## config.mk

```make
export PLATFORM = sky130hd
export DESIGN_NAME = saturation_region_finder_core_flat
export DESIGN_NICKNAME = d
export VERILOG_FILES = /design/src/rtl/srf_pkg.sv /design/src/rtl/srf_if.sv /design/src/rtl/srf_region_tracker.sv /design/src/rtl/srf_out_stage.sv /design/src/rtl/saturation_region_finder_core.sv /design/src/flat_wrapper.sv
export SDC_FILE = /design/constraint.sdc
export NUM_CORES = 1
export LEC_CHECK = 0
export BUFFER_PORTS_ARGS = -buffer_cell sky130_fd_sc_hd__buf_2
export CORE_UTILIZATION = 56
export CTS_CLUSTER_DIAMETER = 40
export DETAILED_ROUTE_END_ITERATION = 8
export HOLD_SLACK_MARGIN = 0.12
export MAX_ROUTING_LAYER = met4
export PLACE_DENSITY = 0.76
export SLEW_MARGIN = 20
export SYNTH_ARGS = -nofsm -noshare
export SYNTH_HDL_FRONTEND = slang
export SYNTH_SLANG_ARGS = --single-unit
```

## constraint.sdc

```tcl
create_clock -name clk -period 7.4 [get_ports clk]
set_input_delay 0 -clock clk [delete_from_list [all_inputs] [get_ports clk]]
set_output_delay 0 -clock clk [all_outputs]
set_load 0.01 [all_outputs]
```

## src/rtl/srf_pkg.sv

```systemverilog
// ----------------------------------------------------------------------------
// srf_pkg
// shared constants and register index codes for the saturation region finder
// ----------------------------------------------------------------------------
package srf_pkg;

    // gap counter and rollback register width
    localparam int GAP_BITS       = 16;
    localparam logic [GAP_BITS-1:0] GAP_MAX = {GAP_BITS{1'b1}};

    // config write data covers the widest register
    localparam int CFG_DATA_BITS  = 16;
    localparam int CFG_INDEX_BITS = 1;

    // register reset values
    localparam int SAT_CODE_RESET = 4095;
    localparam logic [GAP_BITS-1:0] ROLLBACK_RESET = 16'd10;

    // register index codes
    typedef enum logic [CFG_INDEX_BITS-1:0] {
        REG_SAT_CODE     = 1'b0,
        REG_MAX_ROLLBACK = 1'b1
    } srf_reg_idx_t;

endpackage

```

## src/rtl/srf_if.sv

```systemverilog
// ----------------------------------------------------------------------------
// srf_if
// valid/ready channels for the sample stream and the region report stream
// ----------------------------------------------------------------------------
interface srf_sample_if #(
    parameter int CODE_BITS = 12
);
    logic                 valid;
    logic                 ready;
    logic [CODE_BITS-1:0] sample_code;
    logic                 end_of_record;

    modport source (output valid, output sample_code, output end_of_record, input ready);
    modport sink   (input valid, input sample_code, input end_of_record, output ready);
endinterface

interface srf_region_if #(
    parameter int INDEX_BITS = 20
);
    logic                  valid;
    logic                  ready;
    logic [INDEX_BITS-1:0] region_first;
    logic [INDEX_BITS-1:0] region_final;

    modport source (output valid, output region_first, output region_final, input ready);
    modport sink   (input valid, input region_first, input region_final, output ready);
endinterface

```

## src/rtl/srf_region_tracker.sv

```systemverilog
// ----------------------------------------------------------------------------
// srf_region_tracker
// config registers, saturation compare and region state update per item
// ----------------------------------------------------------------------------
module srf_region_tracker
    import srf_pkg::*;
#(
    parameter int INDEX_BITS = 20,
    parameter int CODE_BITS  = 12
)(
    input  logic                      clk,
    input  logic                      rst_n,
    input  logic                      cfg_en,
    input  logic [CFG_INDEX_BITS-1:0] cfg_index,
    input  logic [CFG_DATA_BITS-1:0]  cfg_data,
    input  logic                      step,
    input  logic [CODE_BITS-1:0]      sample_code,
    input  logic                      end_of_record,
    output logic                      report,
    output logic [INDEX_BITS-1:0]     report_first,
    output logic [INDEX_BITS-1:0]     report_final
);

    logic [CODE_BITS-1:0]  sat_code_reg;
    logic [GAP_BITS-1:0]   rollback_reg;
    logic                  in_region_reg, in_region_next;
    logic [GAP_BITS-1:0]   gap_count_reg, gap_count_next;
    logic [INDEX_BITS-1:0] open_first_reg, open_first_next;
    logic [INDEX_BITS-1:0] open_final_reg, open_final_next;
    logic [INDEX_BITS-1:0] sample_index_reg, sample_index_next;
    logic                  saturated;
    logic                  closed;
    logic [GAP_BITS-1:0]   gap_inc;

    // config writes
    always_ff @(posedge clk or negedge rst_n)
    begin
        if (!rst_n)
        begin
            sat_code_reg <= CODE_BITS'(SAT_CODE_RESET);
            rollback_reg <= ROLLBACK_RESET;
        end
        else if (cfg_en)
        begin
            case (srf_reg_idx_t'(cfg_index))
                REG_SAT_CODE:     sat_code_reg <= cfg_data[CODE_BITS-1:0];
                REG_MAX_ROLLBACK: rollback_reg <= cfg_data[GAP_BITS-1:0];
                default:          ;
            endcase
        end
    end

    assign saturated = sample_code >= sat_code_reg;
    assign gap_inc   = (gap_count_reg == GAP_MAX) ? GAP_MAX : gap_count_reg + 1'b1;

    always_comb
    begin
        in_region_next    = in_region_reg;
        gap_count_next    = gap_count_reg;
        open_first_next   = open_first_reg;
        open_final_next   = open_final_reg;
        closed            = 1'b0;
        if (in_region_reg)
        begin
            if (saturated)
            begin
                gap_count_next  = '0;
                open_final_next = sample_index_reg;
            end
            else
            begin
                gap_count_next = gap_inc;
                if (gap_inc >= rollback_reg)
                begin
                    closed         = 1'b1;
                    in_region_next = 1'b0;
                end
            end
        end
        else if (saturated)
        begin
            open_first_next = sample_index_reg;
            open_final_next = sample_index_reg;
            gap_count_next  = '0;
            in_region_next  = 1'b1;
        end

        report       = step && (closed || (end_of_record && in_region_next));
        report_first = open_first_next;
        report_final = open_final_next;

        if (end_of_record)
        begin
            in_region_next    = 1'b0;
            gap_count_next    = '0;
            sample_index_next = '0;
        end
        else
        begin
            sample_index_next = sample_index_reg + 1'b1;
        end
    end

    always_ff @(posedge clk or negedge rst_n)
    begin
        if (!rst_n)
        begin
            in_region_reg    <= 1'b0;
            gap_count_reg    <= '0;
            open_first_reg   <= '0;
            open_final_reg   <= '0;
            sample_index_reg <= '0;
        end
        else if (step)
        begin
            in_region_reg    <= in_region_next;
            gap_count_reg    <= gap_count_next;
            open_first_reg   <= open_first_next;
            open_final_reg   <= open_final_next;
            sample_index_reg <= sample_index_next;
        end
    end

endmodule

```

## src/rtl/srf_out_stage.sv

```systemverilog
// ----------------------------------------------------------------------------
// srf_out_stage
// result register with one skid entry behind it
// ----------------------------------------------------------------------------
module srf_out_stage #(
    parameter int INDEX_BITS = 20
)(
    input  logic                  clk,
    input  logic                  rst_n,
    input  logic                  push,
    input  logic [INDEX_BITS-1:0] push_first,
    input  logic [INDEX_BITS-1:0] push_final,
    output logic                  space,
    output logic                  out_valid,
    input  logic                  out_ready,
    output logic [INDEX_BITS-1:0] out_first,
    output logic [INDEX_BITS-1:0] out_final
);

    logic                  main_valid_reg;
    logic [INDEX_BITS-1:0] main_first_reg, main_final_reg;
    logic                  skid_valid_reg;
    logic [INDEX_BITS-1:0] skid_first_reg, skid_final_reg;
    logic                  main_take;

    assign main_take = !main_valid_reg || out_ready;

    always_ff @(posedge clk or negedge rst_n)
    begin
        if (!rst_n)
        begin
            main_valid_reg <= 1'b0;
            skid_valid_reg <= 1'b0;
        end
        else if (main_take)
        begin
            main_valid_reg <= skid_valid_reg || push;
            skid_valid_reg <= 1'b0;
        end
        else if (push)
        begin
            skid_valid_reg <= 1'b1;
        end
    end

    always_ff @(posedge clk)
    begin
        if (main_take)
        begin
            main_first_reg <= skid_valid_reg ? skid_first_reg : push_first;
            main_final_reg <= skid_valid_reg ? skid_final_reg : push_final;
        end
        else if (push)
        begin
            skid_first_reg <= push_first;
            skid_final_reg <= push_final;
        end
    end

    assign space     = !skid_valid_reg;
    assign out_valid = main_valid_reg;
    assign out_first = main_first_reg;
    assign out_final = main_final_reg;

endmodule

```

## src/rtl/saturation_region_finder_core.sv

```systemverilog
// ----------------------------------------------------------------------------
// saturation_region_finder_core
// finds runs of saturated adc samples and reports each closed run
// ----------------------------------------------------------------------------
//
//  channel   dir   payload                          taken when
//  samples   in    sample_code, end_of_record       valid && ready
//  regions   out   region_first, region_final       valid && ready
//  cfg       in    cfg_index, cfg_data              cfg_en
//
//  one item per cycle while the skid entry is free: the compare and state
//  update sit between the region state registers and the result register
//  a region report enters the result register, or the skid entry while it is held
//  samples.ready drops only while both the result register and the skid
//  entry hold reports, and stays low until the sink takes the result register
//  rst_n clears state, the index counter and the output valids; config
//  registers return to saturation code all ones and rollback 10
//
module saturation_region_finder_core
    import srf_pkg::*;
#(
    parameter int INDEX_BITS = 20,
    parameter int CODE_BITS  = 12
)(
    input  logic                      clk,
    input  logic                      rst_n,
    srf_sample_if.sink                samples,
    srf_region_if.source              regions,
    input  logic                      cfg_en,
    input  logic [CFG_INDEX_BITS-1:0] cfg_index,
    input  logic [CFG_DATA_BITS-1:0]  cfg_data
);

    logic                  space;
    logic                  step;
    logic                  report;
    logic [INDEX_BITS-1:0] report_first;
    logic [INDEX_BITS-1:0] report_final;

    // an item is taken whenever the skid entry is free
    assign samples.ready = space;
    assign step          = samples.valid && space;

    // per-item region tracking
    srf_region_tracker #(
        .INDEX_BITS (INDEX_BITS),
        .CODE_BITS  (CODE_BITS)
    ) u_tracker (
        .clk           (clk),
        .rst_n         (rst_n),
        .cfg_en        (cfg_en),
        .cfg_index     (cfg_index),
        .cfg_data      (cfg_data),
        .step          (step),
        .sample_code   (samples.sample_code),
        .end_of_record (samples.end_of_record),
        .report        (report),
        .report_first  (report_first),
        .report_final  (report_final)
    );

    // result register plus skid
    srf_out_stage #(
        .INDEX_BITS (INDEX_BITS)
    ) u_out (
        .clk        (clk),
        .rst_n      (rst_n),
        .push       (report),
        .push_first (report_first),
        .push_final (report_final),
        .space      (space),
        .out_valid  (regions.valid),
        .out_ready  (regions.ready),
        .out_first  (regions.region_first),
        .out_final  (regions.region_final)
    );

endmodule

```

## src/flat_wrapper.sv

```systemverilog
// flat-port wrapper written by rule: the top's interface ports become plain ports
module saturation_region_finder_core_flat import srf_pkg::*;
#(
    parameter int INDEX_BITS = 20,
    parameter int CODE_BITS  = 12
)
  (clk, rst_n, cfg_en, cfg_index, cfg_data, samples_valid, samples_sample_code, samples_end_of_record, samples_ready, regions_valid, regions_region_first, regions_region_final, regions_ready);
  srf_sample_if #(.CODE_BITS(CODE_BITS)) samples_i ();
  srf_region_if #(.INDEX_BITS(INDEX_BITS)) regions_i ();
  input  logic clk;
  input  logic rst_n;
  input  logic cfg_en;
  input  logic [CFG_INDEX_BITS-1:0] cfg_index;
  input  logic [CFG_DATA_BITS-1:0] cfg_data;
  input wire logic [$bits(samples_i.valid)-1:0] samples_valid;
  input wire logic [$bits(samples_i.sample_code)-1:0] samples_sample_code;
  input wire logic [$bits(samples_i.end_of_record)-1:0] samples_end_of_record;
  output wire logic [$bits(samples_i.ready)-1:0] samples_ready;
  output wire logic [$bits(regions_i.valid)-1:0] regions_valid;
  output wire logic [$bits(regions_i.region_first)-1:0] regions_region_first;
  output wire logic [$bits(regions_i.region_final)-1:0] regions_region_final;
  input wire logic [$bits(regions_i.ready)-1:0] regions_ready;
  assign samples_i.valid = samples_valid;
  assign samples_i.sample_code = samples_sample_code;
  assign samples_i.end_of_record = samples_end_of_record;
  assign samples_ready = samples_i.ready;
  assign regions_valid = regions_i.valid;
  assign regions_region_first = regions_i.region_first;
  assign regions_region_final = regions_i.region_final;
  assign regions_i.ready = regions_ready;
  saturation_region_finder_core #(.INDEX_BITS(INDEX_BITS), .CODE_BITS(CODE_BITS)) u_core (.clk(clk), .rst_n(rst_n), .samples(samples_i), .regions(regions_i), .cfg_en(cfg_en), .cfg_index(cfg_index), .cfg_data(cfg_data));
endmodule
```

* After elaboration in Yosys (flattened, before gate mapping) *
Index checks and enable logic that the tools add are counted.

cells by class
  bitwise logic cells = 2
  add/sub/neg operators = 2
  equality and inequality tests = 1
  reduce and logical (&&, ||, !) cells = 14
  multiplexer cells = 21
  order comparisons = 2

operators with widths
  cell                   number
  $mux 20                6
  $mux 16                5
  $add 20x1->20 const B  1
  $add 16x1->16 const B  1
  $eq 16x16->1 const B   1
  $ge 16x16->1           1
  $ge 12x12->1           1
  $mux 1                 10
  $reduce_and 2->1       4
  $logic_and 1x1->1      3
  $logic_or 1x1->1       3
  $reduce_bool 3->1      1
  $logic_not 1->1        2
  $not 1->1              2
  $reduce_bool 2->1      1

storage, ports and cells
  word-level logic and storage cells = 55
  input bits = 35
  flip-flop bits (word level) = 187
  output and inout port bits = 42

* Logic depth before layout (Yosys ltp) *
Gate-level depths: netlist of run 1.

  depth in word-level cells = 11
  mapped depth = 13
  depth with buffers taken out = 12

* Cells and area by module *
Synthesis of run 1 repeated with hierarchy kept, for this count alone.

second synthesis, totals
  cells, all modules = 680
  area total of the unflattened synthesis = 9113.7 um^2

by module, submodules not included
  module                         cells each  seq. area each (um^2)  instances  area each (um^2)
  srf_region_tracker             545         2645.0                 1          5941.9
  srf_out_stage                  134         2452.4                 1          3165.5
  saturation_region_finder_core  1           0.0                    1          6.3

* Worst setup path before layout of run 1 *
Ideal clock, no wire load.

  kind = register to register
  from = register u_core.u_tracker.gap_count_reg[2]
  to = register u_core.u_out.skid_final_reg[0], enable pin
  clock period less this slack = 5.879 ns
  path buffers = 0
  data arrival time = 5.406 ns
  library setup time = 0.472 ns
  data required time = 6.928 ns
  cell stages (with the launch flop) = 13
  slack = 1.521 ns
  cells stage by stage = dfrtp_1 -> and4_1 -> nand4_1 -> nor3_1 -> and3_1 -> xnor2_1 -> nand2_1 -> ha_1 -> and4_1 -> nand2_1 -> o41ai_1 -> o21bai_4 -> a2111oi_2

between the ends
  word-level cells in the longest chain between the ends = 10
  elaborated cells between the ends (all ways) = 14
  classes of those cells = add/sub: 1; order compare: 1; eq/ne: 1; mux: 7; reduce/logical: 4

RTL lines
  what                                                  RTL line                   source
  from (decl)                                           srf_region_tracker.sv:27   logic [GAP_BITS-1:0] gap_count_reg, gap_count_next;
  from (signal assigned)                                srf_region_tracker.sv:117  gap_count_reg <= gap_count_next;
  $add 16x1->16 / $eq 16x16->1 (equally long branches)  srf_region_tracker.sv:54   assign gap_inc = (gap_count_reg == GAP_MAX) ? GAP_MAX : gap_count_reg + 1'b1;
  $mux 16 *                                             srf_region_tracker.sv:54
  $ge 16x16->1 *                                        srf_region_tracker.sv:73   if (gap_inc >= rollback_reg)
  $mux 1                                                srf_region_tracker.sv:73
  $mux 1                                                srf_region_tracker.sv:65   if (saturated)
  $mux 1                                                srf_region_tracker.sv:63   if (in_region_reg)
  $logic_and 1x1->1                                     srf_region_tracker.sv:88   report = step && (closed || (end_of_record && in_region_next));
  $logic_or 1x1->1 *                                    srf_region_tracker.sv:88
  $logic_and 1x1->1 *                                   srf_region_tracker.sv:88
  $reduce_and 2->1 (no line) *                          n/a
  to (signal assigned)                                  srf_out_stage.sv:56        skid_final_reg <= push_final;
  to (decl)                                             srf_out_stage.sv:23        logic [INDEX_BITS-1:0] skid_first_reg, skid_final_reg;

Every way passes the cells marked *; elsewhere a longest branch is shown, timed or not.
A chain may end at the register's enable or synchronous reset.

* Final worst setup path of run 1 *
  from = register u_core.u_tracker.gap_count_reg[2]
  to = register u_core.u_out.skid_final_reg[7], enable pin

Same word-level chain as after synthesis.

==> metrics, run 1 <==
ANT cells 0; CP Cell Sequence and4_1 > nand4_1 > nor3_1 > and3_1 > xnor2_1 > nand2_1 > ha_1 > and4_1 > nand2_1 > o41ai_1 > o21bai_4 > a2111oi_4 > buf_4; GPL Wtd Cong 0.859; critical path endpoint category flip-flop; standard-cell rows 45; First-pass DRT Iterations 4; Slew headroom 0.279; worst setup path class reg2reg; EDFF count, synth 80; Resized cells post-CTS 0; Hold WC Path Type in2reg; die area 16400 um2; CTS max path bufs 2; Final nets 836; PortBufs 76; GRT Total Usage 0.234; initial core utilization 0.579; CTS Sinks 187; metal2 WL about 8.6 mm; Clock transition at path regs 0.06 ns; yosys warns 0; CTS Root Buffer Type clkbuf_16; Cells after DPL 920; core area 15300 um2; Layout Area Growth over Synthesis 18.1%; DR iter-0 viols 293; first-pass GRT wire length roughly 28 mm; CTS Hold Bufs 43; min cycle time layout 4.59 ns; die height between 100 and 150 um; WP data required between 7 and 8 ns; setup total negative slack 0 ns; # IOs 77; Vias roughly 5500; Routed wire per std cell 17.0 um; critical path's slowest cell o41ai_1; Syn Inst Count approximately 650; Final HPWL DP between 10 and 15 mm; vias in the first global route 5735; RSZ-0062 raised after global routing no; DRT antenna net count 0; buffers inserted by post-CTS timing repair 0; final hold violation count 0; fin. max-slew vios 0; worst-path maximum fanout 40; CTS tree built; Yosys reg bits 187; clk_skew about 0.011 ns; Leak 4.76 nW; Post-synth ARST share 0.572; post-synth cell types 50; M1 WL ~7.5 mm; Worst-Skew Late Latency 0.43 ns; final setup vio count 0; post-route clock period utilization 0.620; Max Cap Viol 0; CTS H-Tree Depth 4; CP top delay family simple AND/OR/NAND/NOR gates; fin cells 995; CP arrival around 4.7 ns; syn_nets roughly 700; P per Cell Area about 240 nW/um2; number of buffer and inverter stages on the critical path 1; met3 WL post-DR 426 um; status finished clean; layout cells sized above 1 0.346; drt drc 0; Num CTS Buffers 17; vias per cell 5.52; Mapped Area 8870 um2; initial antenna violation count 0; Max Fclk 0.218 GHz; Slew @ Worst Pin about 1.1 ns; VDD IR max 0.178 mV; Top Layer Used met4; Overflow after GRT 0; die span in x around 130 um; sequential fraction of the synthesis area 0.574; drt total wl 16.9 mm; maximum number of pins on one net before global-route repair 66; top_reg_cell synth dfrtp_1; crit start category flip-flop; Avg Cell Area, Syn 13.6 um2; critical path's largest stage delay 0.71 ns
==> Yosys cell counts (all sizes together) (11+ instances only) <==
library cell	instances	area (um2)
mux2	137	1680
dfrtp	93	2330
edfxtp	80	2400
nand2	45	176
inv	31	116
ha	30	375
nor2	29	109
o21ai	26	130
a21oi	23	119
clkbuf	16	60.1
dfstp	14	368
a22o	13	114
buf	12	87.6
nand3	12	60.1
xor2	12	105
nand4	11	68.8
xnor2	11	96.3
==> per-stage QoR <==
stage	hold WS (ns)	instance area [um2]	utilization	power, mW	setup slack, ns
4_1_cts	0.125	10500	0.684	2.50	2.87
6_report	0.156	10500	0.684	2.48	2.81
5_1_grt	0.219	10500	0.684	2.58	2.46
2_1_floorplan	-0.296	8870	-	1.46	1.52
3_5_place_dp	0.0290	9450	0.617	1.57	2.92
3_3_place_gp	0.0157	9450	0.617	1.55	3.07
==> power breakdown <==
group	internal, mW	switching, mW	total, mW	leakage, nW
logic	0.171	0.196	0.367	2.28
registers	1.17	0.0367	1.21	2.19
clock network	0.528	0.375	0.903	0.280
==> cell usage in the layout (no fill, tap or decap), drive strengths merged, types with 12 or more instances in the layout <==
cell type,n
mux2,137
dfrtp,93
buf,85
edfxtp,80
nand2,45
dlygate4sd3,42
inv,32
ha,30
nor2,29
o21ai,26
a21oi,23
clkbuf,19
dfstp,14
a22o,13
nand3,12
xor2,12
==> layer usage <==
metal | GRT usage | vias to the layer above
li1 | - | 2616
met1 | 0.281 | 2738
met2 | 0.396 | 106
met3 | 0.0392 | 35
met4 | 0.0941 | 0
met5 | - | -
==> layout make-up <==
| class | instances | area [um2] |
|---|---|---|
| Timing Repair Buffer | 127 | 883 |
| Fill cell | 1114 | 4840 |
| Sequential cell | 187 | 5100 |
| Inverter | 33 | 124 |
| Multi-Input combinational cell | 405 | 3520 |
| Clock buffer | 19 | 433 |
| Clock inverter | 13 | 153 |
| Tap cell | 211 | 264 |
==> final timing paths <==
check / start / endpoint / slack (ns) / cells past startpoint
setup / recovery: u_core.u_tracker.gap_count_reg[2]$_DFFE_PN0P_ / u_core.u_out.skid_final_reg[7]$_DFFE_PP_ / 2.81 / 13
hold / removal: cfg_en / u_core.u_tracker.sat_code_reg[10]$_DFFE_PN1P_ / 0.16 / 4
setup reg to reg: u_core.u_tracker.gap_count_reg[2]$_DFFE_PN0P_ / u_core.u_out.skid_final_reg[7]$_DFFE_PP_ / 2.81 / 13
hold reg to reg: u_core.u_tracker.rollback_reg[9]$_DFFE_PN0P_ / u_core.u_tracker.rollback_reg[9]$_DFFE_PN0P_ / 0.50 / 1
max in group asynchronous: rst_n / u_core.u_tracker.open_first_reg[7]$_DFFE_PN0P_ / 5.76 / 4
min in group asynchronous: rst_n / u_core.u_tracker.sample_index_reg[11]$_DFFE_PN0P_ / 0.52 / 3
==> logic make-up (layout without fill, tap and decap cells) <==
group / after synthesis / in the layout / synth area share
DFF: 187 / 187 / 0.574
muxes: 138 / 138 / 0.191
and+or+nand+nor: 126 / 126 / 0.0698
AOI/OAI and AO/OA: 88 / 88 / 0.0695
buffers and inverters: 61 / 192 / 0.0306
adders and majority gates: 30 / 30 / 0.0423
xor gates and xnor gates: 23 / 23 / 0.0227
==> worst reg2reg max path, cell delays in order (launching register included) <==
cell and delay [ns]:
dfrtp_1 0.44, and4_1 0.26, nand4_1 0.22, nor3_1 0.44, and3_1 0.29, xnor2_1 0.13
nand2_1 0.08, ha_1 0.32, and4_1 0.22, nand2_1 0.09, o41ai_1 0.71, o21bai_4 0.13
a2111oi_4 0.36, buf_4 0.52
Power figures use the tool's default switching activity.
==> inputs of run 2 (changes only) <==
--- a/config.mk
+++ b/config.mk
@@ -6,7 +6,7 @@
 export NUM_CORES = 1
 export LEC_CHECK = 0
 export BUFFER_PORTS_ARGS = -buffer_cell sky130_fd_sc_hd__buf_2
-export CORE_UTILIZATION = 56
+export CORE_UTILIZATION = 54
 export CTS_CLUSTER_DIAMETER = 40
 export DETAILED_ROUTE_END_ITERATION = 8
 export HOLD_SLACK_MARGIN = 0.12
==> constraint.sdc (replaced) <==
create_clock -name clk -period 4 [get_ports clk]
set_input_delay 0 -clock clk [delete_from_list [all_inputs] [get_ports clk]]
set_output_delay 0 -clock clk [all_outputs]
set_load 0.01 [all_outputs]
==> metrics, run 2 (synthesis results as in run 1) <==
status finished clean; number of buffer and inverter stages on the critical path 1 (unchanged); GPL Wtd Cong 0.822 (-4.3%); CTS H-Tree Depth 4 (unchanged); Num CTS Buffers 17 (unchanged); setup total negative slack 0 ns (unchanged); initial antenna violation count 0 (unchanged); first-pass GRT wire length 28.7 mm (+1.2%); vias in the first global route 5758 (+0.40%); VDD IR max 0.323 mV (+81%); Vias 5576 (+1.5%); DRT antenna net count 0 (unchanged); Worst-Skew Late Latency 0.44 ns (about the same); Hold WS 0.150 ns (-0.00565 ns); most frequent cells in the layout mux2_2 (99), dfrtp_1 (93), edfxtp_1 (80); Max Fclk 0.262 GHz (+20%); initial core utilization 0.557 (-0.0228); fin cells 1001 (+0.60%); Slew @ Worst Pin 1.00 ns (-0.0810 ns); Layout Area Growth over Synthesis 18.3%; ANT cells 0 (unchanged); critical path's largest stage delay 0.43 ns (-0.28 ns); Hold WC Path Type in2reg; crit start category flip-flop; DR iter-0 viols 277 (-5.5%); die span in x 130 um (+1.8%); Pwr Total 4.52 mW (+82%); standard-cell rows 46 (+2.2%); commonest non-fill, non-tap cell in the layout mux2_2; worst setup path class reg2reg; First-pass DRT Iterations 4 (unchanged); Slew headroom 0.331 (+0.0515); Cells after DPL 927 (+0.76%); Pint 3.35 mW (+79%); PortBufs 76 (unchanged); Clock transition at path regs 0.07 ns (about the same); Overflow after GRT 0 (unchanged); final setup vio count 0 (unchanged); CP arrival 3.94 ns (-0.71 ns); die height 130 um (+1.8%); GRT Total Usage 0.232 (-0.00205); CP top delay family simple AND/OR/NAND/NOR gates; layout cells sized above 1 0.354 (+0.00848); Placement Setup Slack 0.239 ns (-2.68 ns); vias per cell 5.57 (+0.87%); Routed wire per std cell 17.2 um (+1.5%); CTS max path bufs 2 (unchanged); Comb power frac 0.152 (+0.004); CTS Root Buffer Type clkbuf_16; part of the power in registers 0.497 (+0.009); final hold violation count 0 (unchanged); core area 15900 um2 (+4.1%); CTS Sinks 187 (unchanged); final instance area 10500 um2 (+0.16%); P_sw 1.17 mW (+93%); maximum number of pins on one net before global-route repair 69 (+4.5%); min cycle time layout 3.82 ns (-0.769 ns); Final nets 837 (+0.12%); # IOs 77 (unchanged); drt total wl 17.3 mm (+2.1%); CP Cell Sequence and4_1 > nand4_1 > nor3_4 > and3_4 > xnor2_1 > nand2_1 > ha_1 > and4_1 > nand2_2 > o41ai_4 > o21bai_4 > a2111oi_4 > buf_12; fin. max-slew vios 0 (unchanged); WP data required 4.12 ns (-3.34 ns); clk_skew 0.00827 ns (-0.00293 ns); post-route clock period utilization 0.955 (+0.335); fin util 0.658 (-0.0259); RSZ-0062 raised after global routing no; critical path's slowest cell dfrtp_1; setup ws final 0.178 ns (-2.63 ns); switching share of power 0.259 (+0.0143); drt drc 0 (unchanged); Clock power frac 0.352 (-0.012); critical path endpoint category flip-flop; CTS tree built; Max Cap Viol 0 (unchanged); die area 16900 um2 (+3.6%); P per Cell Area 431 nW/um2 (+82%); crit-path most repeated cell and4_1; Leak 4.79 nW (+0.65%); Final HPWL DP 11.6 mm (+5.2%); DP Area 9510 um2 (+0.69%); worst-path maximum fanout 40 (unchanged)
## run 2: changes by cell type in the layout (fill, tap and decap cells not counted), sizes merged
cell,change
buf,+1
inv,+1
bufinv,-2
clkbuf,-1
clkinvlp,+2
## run 2: cell type report
class,instances,area [um2]
multi-input cells,405,3560
clock buffers,18,429
repair buffers,128,891
flip-flops and latches,187,5100
inverters,33,124
fillers,1158,5450
well taps,216,270
clock inverters,14,121
## run 2: worst register-to-register path, delay by kind of cell (launching register included)
kind,cells,cell delay (ns)
adders and majority gates,1,0.30
DFF,1,0.43
xor gates and xnor gates,1,0.12
buffers and inverters,1,0.29
and+or+nand+nor,7,1.45
AOI/OAI and AO/OA,3,0.88
## run 2: timing repair
item	4_1_cts	5_1_grt
endpoints found under the hold margin	89	0
gates resized for setup	0	1
hold buffers	42	0
setup buffers	0	0
setup endpoints to repair	0	30
## run 2: final timing paths
path,startpoint,endpoint,slack (ns),depth (start not counted)
setup reg to reg,u_core.u_tracker.gap_count_reg[2]$_DFFE_PN0P_,u_core.u_out.skid_final_reg[15]$_DFFE_PP_,0.18,13
hold / removal,cfg_index,u_core.u_tracker.sat_code_reg[0]$_DFFE_PN1P_,0.15,4
min in group asynchronous,rst_n,u_core.u_tracker.rollback_reg[12]$_DFFE_PN0P_,0.21,2
max in group asynchronous,rst_n,u_core.u_tracker.open_final_reg[17]$_DFFE_PN0P_,2.72,3
setup / recovery,u_core.u_tracker.gap_count_reg[2]$_DFFE_PN0P_,u_core.u_out.skid_final_reg[15]$_DFFE_PP_,0.18,13
hold reg to reg,u_core.u_tracker.open_first_reg[2]$_DFFE_PN0P_,u_core.u_tracker.open_first_reg[2]$_DFFE_PN0P_,0.50,1
## run 2: layer usage
metal	share of wire	wire [um]	vias to the layer above	GRT usage
met5	0	0	-	-
met2	0.51	8800	107	0.388
met1	0.44	7600	2807	0.278
li1	-	-	2627	-
met3	0.027	463	35	0.0451
met4	0.023	391	0	0.0910
## run 2: power by group through the flow
stage	registers [mW]	logic, mW	clock network, mW
floorplan	2.30	0.421	0
global placement	2.27	0.625	0
detailed placement	2.28	0.648	0
CTS	2.24	0.694	1.61
global route	2.26	0.751	1.69
finish	2.24	0.685	1.59
==> inputs of run 3 (changes only) <==
--- a/config.mk
+++ b/config.mk
@@ -6,12 +6,14 @@
 export NUM_CORES = 1
 export LEC_CHECK = 0
 export BUFFER_PORTS_ARGS = -buffer_cell sky130_fd_sc_hd__buf_2
-export CORE_UTILIZATION = 54
+export CELL_PAD_IN_SITES_DETAIL_PLACEMENT = 0
+export CELL_PAD_IN_SITES_GLOBAL_PLACEMENT = 2
+export CORE_UTILIZATION = 38
 export CTS_CLUSTER_DIAMETER = 40
 export DETAILED_ROUTE_END_ITERATION = 8
 export HOLD_SLACK_MARGIN = 0.12
 export MAX_ROUTING_LAYER = met4
-export PLACE_DENSITY = 0.76
+export PLACE_DENSITY_LB_ADDON = 0.1
 export SLEW_MARGIN = 20
 export SYNTH_ARGS = -nofsm -noshare
 export SYNTH_HDL_FRONTEND = slang
==> metrics, run 3 (synthesis results as in run 1) <==
ANT cells 0 (unchanged); fin util 0.470 (-0.188); die height 155 um (+19%); post-route clock period utilization 0.924 (-0.0313); Pwr Total 4.57 mW (+1.1%); die area 24000 um2 (+41%); crit start category flip-flop; layout cells sized above 1 0.362 (+0.00743); Max Cap Viol 0 (unchanged); DP Area 9670 um2 (+1.6%); Worst-Skew Late Latency 0.44 ns (about the same); setup ws final 0.303 ns (+0.125 ns); initial core utilization 0.390 (-0.167); VDD IR max 0.252 mV (-22%); critical path's slowest cell dfrtp_1; GRT Total Usage 0.165 (-0.0669); drt drc 0 (unchanged); worst reg2reg path startpoint u_core.u_tracker.gap_count_reg[2]$_DFFE_PN0P_; CP top delay family simple AND/OR/NAND/NOR gates; First-pass DRT Iterations 4 (unchanged); worst-path maximum fanout 40 (unchanged); DR iter-0 viols 253 (-8.7%); vias per cell 4.90 (-12%); fin cells 1104 (+10%); most frequent cells in the layout mux2_2 (99), dfrtp_1 (93), edfxtp_1 (80); reg2reg setup slack 0.30 ns (+0.13 ns); critical path depth 13 (unchanged); Resized cells post-CTS 0 (unchanged); min cycle time layout 3.70 ns (-0.125 ns); Slew headroom 0.351 (+0.0204); Placement Setup Slack 0.307 ns (+0.0683 ns); Cells after DPL 1028 (+11%); standard-cell rows 55 (+20%); Routed wire per std cell 16.0 um (-7.1%); Final HPWL DP 11.9 mm (+2.7%); clk_skew 0.0134 ns (+0.00517 ns); drt total wl 17.7 mm (+2.5%); first-pass GRT wire length 29.4 mm (+2.4%); DRT antenna net count 0 (unchanged); CTS Sinks 187 (unchanged); Min-Delay Path Depth 4 (unchanged); initial antenna violation count 0 (unchanged); setup total negative slack 0 ns (unchanged); FF-to-FF path depth 13 (unchanged); number of buffer and inverter stages on the critical path 1 (unchanged); GPL Wtd Cong 0.799 (-2.8%); CP Cell Sequence and4_1 > nand4_1 > nor3_2 > and3_4 > xnor2_1 > nand2_1 > ha_1 > and4_1 > nand2_2 > o41ai_4 > o21bai_4 > a2111oi_4 > buf_12; WP data required 4.12 ns (about the same); Overflow after GRT 0 (unchanged); Hold WC Path Type in2reg; RSZ-0062 raised after global routing no; Final nets 843 (+0.72%); CTS Root Buffer Type clkbuf_16; fin. max-slew vios 0 (unchanged); Num CTS Buffers 17 (unchanged); crit path launch u_core.u_tracker.gap_count_reg[2]$_DFFE_PN0P_; status finished clean; CP endpoint u_core.u_out.skid_final_reg[3]$_DFFE_PP_; Vias 5414 (-2.9%); Hold WS 0.158 ns (+0.00783 ns); commonest non-fill, non-tap cell in the layout mux2_2; PortBufs 76 (unchanged); final instance area 10700 um2 (+2.0%); critical path endpoint category flip-flop; CTS tree built; crit-path most repeated cell and4_1; Slew @ Worst Pin 0.973 ns (-0.0269 ns); maximum number of pins on one net before global-route repair 76 (+10%); CTS H-Tree Depth 4 (unchanged); Clock transition at path regs 0.08 ns (about the same); critical path's largest stage delay 0.44 ns (about the same); die span in x 155 um (+19%); vias in the first global route 5509 (-4.3%); Layout Area Growth over Synthesis 20.6%; Max Fclk 0.271 GHz (+3.4%); worst setup path class reg2reg; # IOs 77 (unchanged); core area 22800 um2 (+43%); Worst R2R End u_core.u_out.skid_final_reg[3]$_DFFE_PP_; CTS max path bufs 2 (unchanged); final setup vio count 0 (unchanged); CP arrival 3.82 ns (-0.12 ns); P per Cell Area 427 nW/um2 (-0.90%); Leak 4.84 nW (+1.0%); final hold violation count 0 (unchanged)
-- run 3: cell count changes in the layout (fill, tap and decap cells not counted), sizes merged, moves of 2 or more --
cell	change
buf	+5
inv	+4
clkinvlp	-4
clkinv	+2
-- run 3: routing by layer --
| layer | part of all wire | up-vias | global-route usage |
|---|---|---|---|
| li1 | - | 2640 | - |
| met1 | 0.47 | 2660 | 0.205 |
| met2 | 0.49 | 94 | 0.274 |
| met3 | 0.025 | 20 | 0.0266 |
| met4 | 0.013 | 0 | 0.0589 |
| met5 | 0 | - | - |
-- run 3: worst min-delay path by stage --
stage / slack (ns) / start / to
after floorplan: -0.30 / rst_n / u_core.u_out.out_valid$_DFFE_PN0N_
after global placement: 0.23 / rst_n / u_core.u_tracker.gap_count_reg[12]$_DFFE_PN0P_
after detailed placement: 0.23 / cfg_data[2] / u_core.u_tracker.sat_code_reg[2]$_DFFE_PN1P_
after CTS: 0.13 / cfg_index / u_core.u_tracker.sat_code_reg[0]$_DFFE_PN1P_
after global routing: 0.17 / cfg_index / u_core.u_tracker.sat_code_reg[0]$_DFFE_PN1P_
final: 0.16 / cfg_index / u_core.u_tracker.sat_code_reg[0]$_DFFE_PN1P_
-- run 3: final cells by class --
type	count	area (um2)
clock buffers	17	425
inverters	33	124
multi-input cells	405	3550
clock inverters	15	153
fillers	2071	12100
repair buffers	134	958
well taps	313	392
flip-flops and latches	187	5100
-- run 3: what timing repair did --
action | in CTS | in global routing
endpoints found under the hold margin | 95 | 22
setup buffers | 0 | 0
hold buffers | 42 | 1
-- run 3: power by group --
group | internal (mW) | switching [mW] | leakage [nW]
Sequential | 2.17 | 0.0675 | 2.19
Combinational | 0.320 | 0.362 | 2.36
Clock | 0.832 | 0.814 | 0.286
Total | 3.32 | 1.24 | 4.84
-- run 3: worst register-to-register path, stage by stage (launching register included) --
cell	delay (ns)
dfrtp_1	0.44
and4_1	0.24
nand4_1	0.20
nor3_2	0.26
and3_4	0.23
xnor2_1	0.11
nand2_1	0.07
ha_1	0.28
and4_1	0.26
nand2_2	0.09
o41ai_4	0.42
o21bai_4	0.11
a2111oi_4	0.37
buf_12	0.29
